$ cat src/rtl/q_table_learning_engine_macros.svh
// assertion macros used by q_table_learning_engine.sv
`ifndef Q_TABLE_LEARNING_ENGINE_MACROS_SVH
`define Q_TABLE_LEARNING_ENGINE_MACROS_SVH

`ifndef NO_ASSERTIONS

// same-cycle implication
`define QTLE_ASSERT_SAME(lbl, clk, rst_n, ante, cons) \
    lbl: assert property (@(posedge clk) disable iff (!rst_n) (ante) |-> (cons)) \
        else $error("qtle assertion failed");

// next-cycle implication
`define QTLE_ASSERT_NEXT(lbl, clk, rst_n, ante, cons) \
    lbl: assert property (@(posedge clk) disable iff (!rst_n) (ante) |=> (cons)) \
        else $error("qtle assertion failed");

`else

`define QTLE_ASSERT_SAME(lbl, clk, rst_n, ante, cons)
`define QTLE_ASSERT_NEXT(lbl, clk, rst_n, ante, cons)

`endif

`endif

$ cat src/rtl/qtle_pkg.sv
`default_nettype none

package qtle_pkg;

    localparam int NUM_STATES  = 64;
    localparam int NUM_ACTIONS = 8;
    localparam int DEPTH       = NUM_STATES * NUM_ACTIONS;

    // fixed field widths
    localparam int STATE_W = 6;
    localparam int ACTION_W = 3;
    localparam int VAL_W   = 32;
    localparam int FRAC_W  = 16;

    localparam int ROW_W  = (NUM_STATES > 1) ? $clog2(NUM_STATES) : 1;
    localparam int COL_W  = (NUM_ACTIONS > 1) ? $clog2(NUM_ACTIONS) : 1;
    localparam int ADDR_W = (DEPTH > 1) ? $clog2(DEPTH) : 1;
    localparam int CNT_W  = $clog2(NUM_ACTIONS + 1);

    // register indexes
    localparam logic REG_LEARNING_RATE   = 1'b0;
    localparam logic REG_DISCOUNT_FACTOR = 1'b1;

    // op codes
    localparam logic OP_UPDATE = 1'b0;
    localparam logic OP_QUERY  = 1'b1;

    typedef enum logic [3:0] {
        S_CLEAR,
        S_IDLE,
        S_SCAN,
        S_QRD,
        S_WAITQ,
        S_MUL1,
        S_TD,
        S_MUL2,
        S_WB,
        S_QLAST,
        S_KCALC,
        S_PICK,
        S_OUT
    } t_state;

    typedef enum logic [1:0] {
        TAG_NONE,
        TAG_ROW,
        TAG_Q
    } t_rd_tag;

    typedef struct packed {
        logic             vld;
        logic             first;
        logic [COL_W-1:0] col;
    } t_scan_ctl;

    function automatic logic [ROW_W-1:0] clamp_state(input logic [STATE_W-1:0] s);
        if (int'(s) >= NUM_STATES) begin
            return ROW_W'(NUM_STATES - 1);
        end
        return ROW_W'(s);
    endfunction

    function automatic logic [COL_W-1:0] clamp_action(input logic [ACTION_W-1:0] a);
        if (int'(a) >= NUM_ACTIONS) begin
            return COL_W'(NUM_ACTIONS - 1);
        end
        return COL_W'(a);
    endfunction

    function automatic logic [ADDR_W-1:0] row_addr(input logic [ROW_W-1:0] row,
                                                   input logic [COL_W-1:0] col);
        logic [ADDR_W-1:0] base;
        base = ADDR_W'(ADDR_W'(row) * ADDR_W'(NUM_ACTIONS));
        return ADDR_W'(base + ADDR_W'(col));
    endfunction

endpackage

`default_nettype wire

$ cat src/rtl/qtle_row_scan.sv
`default_nettype none

// running row maximum, count of columns holding it, and their mask
module qtle_row_scan (
    input  wire                                   i_clk,
    input  wire qtle_pkg::t_scan_ctl              i_ctl,
    input  wire logic signed [qtle_pkg::VAL_W-1:0] i_data,
    output logic signed [qtle_pkg::VAL_W-1:0]      o_max,
    output logic [qtle_pkg::CNT_W-1:0]             o_cnt,
    output logic [qtle_pkg::NUM_ACTIONS-1:0]       o_mask
);

    logic signed [qtle_pkg::VAL_W-1:0] r_max, n_max;
    logic [qtle_pkg::CNT_W-1:0]        r_cnt, n_cnt;
    logic [qtle_pkg::NUM_ACTIONS-1:0]  r_mask, n_mask;
    logic [qtle_pkg::NUM_ACTIONS-1:0]  col_bit;

    assign col_bit = qtle_pkg::NUM_ACTIONS'(1) << i_ctl.col;

    always_comb begin
        n_max  = r_max;
        n_cnt  = r_cnt;
        n_mask = r_mask;
        if (i_ctl.vld) begin
            if (i_ctl.first || (i_data > r_max)) begin
                // first column or a new maximum restarts the tie set
                n_max  = i_data;
                n_cnt  = qtle_pkg::CNT_W'(1);
                n_mask = col_bit;
            end else if (i_data == r_max) begin
                n_cnt  = qtle_pkg::CNT_W'(r_cnt + 1'b1);
                n_mask = r_mask | col_bit;
            end
        end
    end

    always_ff @(posedge i_clk) begin
        r_max  <= n_max;
        r_cnt  <= n_cnt;
        r_mask <= n_mask;
    end

    assign o_max  = r_max;
    assign o_cnt  = r_cnt;
    assign o_mask = r_mask;

endmodule

`default_nettype wire

$ cat config.mk
export PLATFORM = sky130hd
export DESIGN_NAME = qtle_row_scan
export DESIGN_NICKNAME = d
export VERILOG_FILES = /design/src/rtl/q_table_learning_engine_macros.svh /design/src/rtl/qtle_pkg.sv /design/src/rtl/qtle_row_scan.sv
export SDC_FILE = /design/constraint.sdc
export NUM_CORES = 1
export LEC_CHECK = 0
export ABC_AREA = 1
export BUFFER_PORTS_ARGS = -buffer_cell sky130_fd_sc_hd__buf_2
export CAP_MARGIN = 20
export CORE_MARGIN = 4
export CORE_UTILIZATION = 50
export DETAILED_ROUTE_END_ITERATION = 8
export PLACE_DENSITY = 0.83
export SYNTH_ARGS = -nofsm -noshare
export SYNTH_HDL_FRONTEND = slang
export SYNTH_SLANG_ARGS = --single-unit
$ cat constraint.sdc
create_clock -name i_clk -period 3.3 [get_ports i_clk]
set_clock_uncertainty 0.05 [all_clocks]
set_input_delay 0.165 -clock i_clk [delete_from_list [all_inputs] [get_ports i_clk]]
set_output_delay 0.165 -clock i_clk [all_outputs]
set_load 0.005 [all_outputs]
Word level (Yosys, flattened, before mapping)
Index checks and enable logic that the tools add are counted.
{"block": "totals", "elab_cells": 15, "input_bits": 38, "out_inout_bits": 44, "reg_bits": 44}
{"block": "op_classes", "reduce_logical": 4, "n_lt_le_gt_ge": 1, "add_sub_neg": 1, "n_eq_ne": 1, "n_bitwise": 1, "mux": 3, "shifts": 1}
{"operator": "$eq A32 B32 Y1", "n": 1}
{"operator": "$gt A32 B32 Y1", "n": 1}
{"operator": "$mux W8", "n": 2}
{"operator": "$or A8 B8 Y8", "n": 1}
{"operator": "$shl A1 B3 Y8 const A", "n": 1}
{"operator": "$add A4 B1 Y4 const B", "n": 1}
{"operator": "$mux W4", "n": 1}
{"operator": "$reduce_and A2 Y1", "n": 2}
{"operator": "$reduce_bool A2 Y1", "n": 1}
{"operator": "$logic_or A1 B1 Y1", "n": 1}

Depth between registers and ports, before layout
{"block": "logic_depth", "word_depth": 4, "mapped_depth": 18, "mapped_depth_nobuf": 18}

Worst setup path before layout
Ideal clock, no wire load.
{"block": "synth_path", "kind": "reg2reg", "start": "register r_max, in the netlist o_max[31]", "end": "register r_max, in the netlist o_max[0] (enable)", "path_stages_with_launch": 12, "synth_period_minus_slack_ns": 2.898, "setup_time_ns": 0.400, "t_arrival_ns": 2.448, "path_buffers": 1, "path_slack_ns": 0.402, "required_ns": 2.850, "path_cell_list": "edfxtp_1 inv_1 ha_1 a21oi_1 o21a_1 nand2_1 a21oi_1 nand2_1 nand2_2 nand3_2 buf_6 a21boi_2"}
{"block": "synth_between", "elab_chain_len": 3}
{"item": "start, declared", "line_no": "qtle_row_scan.sv:13", "text": "logic signed [qtle_pkg::VAL_W-1:0] r_max, n_max;"}
{"item": "start signal, assigned", "line_no": "qtle_row_scan.sv:38", "text": "r_max <= n_max;"}
{"item": "$gt A32 B32 Y1", "line_no": "qtle_row_scan.sv:25", "text": "if (i_ctl.first || (i_data > r_max)) begin"}
{"item": "$logic_or A1 B1 Y1", "line_no": "qtle_row_scan.sv:25"}
{"item": "$reduce_and A2 Y1 (no source line)"}
No other way between the ends.
A chain may end at the register's enable or synchronous reset.

Final worst setup path
{"block": "layout_path", "start": "input port i_data[19] (netlist bit)", "end": "register r_max, in the netlist o_max[0] (enable)"}
{"block": "layout_between", "elab_chain_len": 3}
{"item": "start, declared", "line_no": "qtle_row_scan.sv:7", "text": "input wire logic signed [qtle_pkg::VAL_W-1:0] i_data,"}
{"item": "$gt A32 B32 Y1", "line_no": "qtle_row_scan.sv:25"}
{"item": "$logic_or A1 B1 Y1", "line_no": "qtle_row_scan.sv:25"}
{"item": "$reduce_and A2 Y1 (no source line)"}
No other way between the ends.

==> flow_metrics.env <==
export IMPL_grt_pass1_vias=1875
export IMPL_place_gp_congestion=0.802
export IMPL_io_pin_count=82
export IMPL_rows=25
export IMPL_busiest_layer="met2"
export IMPL_start_util=0.515
export IMPL_path_clk_slew_ns=0.08
export IMPL_cts_sinks=44
export IMPL_grt_overflow=0
export IMPL_utilization=0.644
export IMPL_setup_viol=0
export IMPL_synth_top_area_share=0.543
export IMPL_drv_cap=0
export IMPL_synth_area_top_cells="edfxtp_1, ha_1, nand2_1, inv_1, nand3_1"
export IMPL_post_route_period_util=0.839
export IMPL_port_buffers=81
export IMPL_drtPass1Iterations=4
export IMPL_leakage_nw=1.58
export IMPL_hold_path_class="in2reg"
export IMPL_powerDensity_mw_per_mm2=423
export IMPL_cp_end_kind="flip-flop"
export IMPL_cp_required_ns=3.25
export IMPL_clock_fmax_ghz=0.361
export IMPL_ant_nets=0
export IMPL_synth_cells=235
export IMPL_cts_tree="done"
export IMPL_syn2layout_area_growth_pct=25.0
export IMPL_ys_seq_elements=44
export IMPL_drv_slew=0
export IMPL_hold_violations=0
export IMPL_drive_gt1_frac=0.294
export IMPL_cp_top_family="buffers and inverters"
export IMPL_ctsResizeCount=0
export IMPL_finalCriticalPeriod_ns=2.77
export IMPL_antenna_found_initial=0
export IMPL_cp_cell_sequence="dlygate4sd3_1 > buf_2 > ha_1 > nand2_1 > inv_1 > nand2_1 > nand2_1 > nand2_1 > nand2_1 > a21oi_1 > nand2_1 > nand2_2 > nand3_2 > a21boi_4 > buf_4"
export IMPL_fp_dieW_um=77.8
export IMPL_dp_slack_ns=0.659
export IMPL_synth_nets=306
export IMPL_met1_usage=0.194
export IMPL_relSlewSlack=0.690
export IMPL_final_cell_count_no_fill=394
export IMPL_cpMostUsedCell="nand2_1"
export IMPL_grtUsageMet3=0.0464
export IMPL_dr_first_iter_drc_count=72
export IMPL_fin_nets=397
export IMPL_status="completed"
export IMPL_cts_buffers_inserted=5
export IMPL_grt_max_degree=14
export IMPL_slowest_delay_ns=0.54
export IMPL_via_count=1859
export IMPL_postCtsSetupBuffers=0
export IMPL_yosysSeqAreaShare=0.543
export IMPL_layout_setup_ws_ns=0.533
export IMPL_core_area_sq_mm=0.00472
export IMPL_wire_per_inst_um=12.4
export IMPL_h_tree_depth=2
export IMPL_path_class="in2reg"
export IMPL_die_h_um=77.8
export IMPL_yosysTopAreaCell="edfxtp_1"
export IMPL_cp_arrival_ns=2.71
export IMPL_synth_cell_area_sq_mm=0.00243
export IMPL_multi_input_area_sq_um=928
export IMPL_placed_cells=383
export IMPL_drc=0
export IMPL_ys_types=19
export IMPL_start_kind="primary input"
export IMPL_routed_wl_um=4890
export IMPL_clock_path_buffers=2
export IMPL_cpMaxStageDelayCell="dlygate4sd3_1"
export IMPL_dpl_hpwl_um=3990
export IMPL_die_area_sq_mm=0.00605
export IMPL_grt_pass1_wl_um=8020
export IMPL_worst_pin_slew_ns=0.464
export IMPL_crit_buf_inv=4
export IMPL_nFillCells=383
export IMPL_cts_root_buffer="clkbuf_8"
export IMPL_yosysWarnings=0
export IMPL_synth_area_per_cell_sq_um=10.4
export IMPL_grt_setup_unrepaired="false"
export IMPL_seq_area_sq_mm=0.00132
export IMPL_n_antenna_cell=0
export IMPL_met2_usage=0.295
export IMPL_peakVddDrop_uv=252
export IMPL_viasPerCell=4.72
export IMPL_clock_latency_ns=0.29
export IMPL_critPathMaxFanout=13
export IMPL_tns_ns=0
export IMPL_grt_total_usage=0.165
## power breakdown
group / internal, mW / leakage, nW / switching [mW]
combinational: 0.114 / 1.11 / 0.150
sequential: 0.676 / 0.425 / 0.0238
clock: 0.144 / 0.0453 / 0.179
total: 0.934 / 1.58 / 0.352
## cells by family after synthesis
logic type	after synthesis	share of synthesized area
simple gates	87	0.155
fa+ha+maj	33	0.170
flops	44	0.543
xor+xnor	2	0.00720
buf+inv	49	0.0791
compound gates	20	0.0468
## per-stage QoR
| stage | hold WS (ns) | total power, mW | instance area, sq um |
|---|---|---|---|
| final | 0.0118 | 1.29 | 3040 |
| after global routing | 0.0000734 | 1.37 | 3040 |
| after CTS | 0.00832 | 1.29 | 3010 |
| after detailed placement | 0.313 | 0.976 | 2930 |
| after global placement | 0.312 | 0.963 | 2930 |
| after floorplan | 0.214 | 0.864 | 2430 |
## sequential cells by signal (all words and copies together) (netlist names)
register  count
o_mask        8
o_cnt         4
o_max        32
## path summary, 6_finish.rpt
check	start	to	slack, ns	depth (start not counted)
worst max-delay path	i_data[19]	o_max[0]$_DFFE_PP_	0.53	15
worst min-delay path	i_data[9]	o_max[9]$_DFFE_PP_	0.01	1
worst max register to register	o_max[27]$_DFFE_PP_	o_max[0]$_DFFE_PP_	0.64	12
worst min register to register	o_mask[6]$_DFFE_PP_	o_mask[6]$_DFFE_PP_	0.54	2
## placed cells by master, fill, tap and decap left out, types with 3 or more instances in the layout
cell type,n
a21oi_1,14
dlygate4sd3_1,3
nor2_1,11
clkbuf_8,5
nand3_1,20
ha_1,33
inv_1,47
buf_2,81
edfxtp_1,44
nand2_1,49
## synthesized netlist by cell type, drive strengths merged
master	n
nand2	50
nand4	2
nand3	22
inv	47
xor2	1
nor2	13
a21o	1
o21a	2
a21oi	14
buf	2
xnor2	1
a21boi	1
edfxtp	44
o21ai	2
ha	33
## per-layer routing
metal,share of wire,routed length [um]
met2,0.50,2440
met5,0,0
met3,0.069,336
met1,0.42,2070
met4,0.0098,48
## cell type report
type                       instances  share of cell area
inverter                          47              0.0580
clock inverter                     3             0.00452
tap                               67              0.0275
multi-input combinational        142               0.305
clock buffer                       5              0.0226
timing repair buffer              86               0.148
sequential                        44               0.434
## timing repair
item | CTS | global route
setup endpoints to repair | 0 | 0
hold buffers | 0 | 3
hold endpoints to repair | 0 | 3
(Power assumes the default switching activity.)
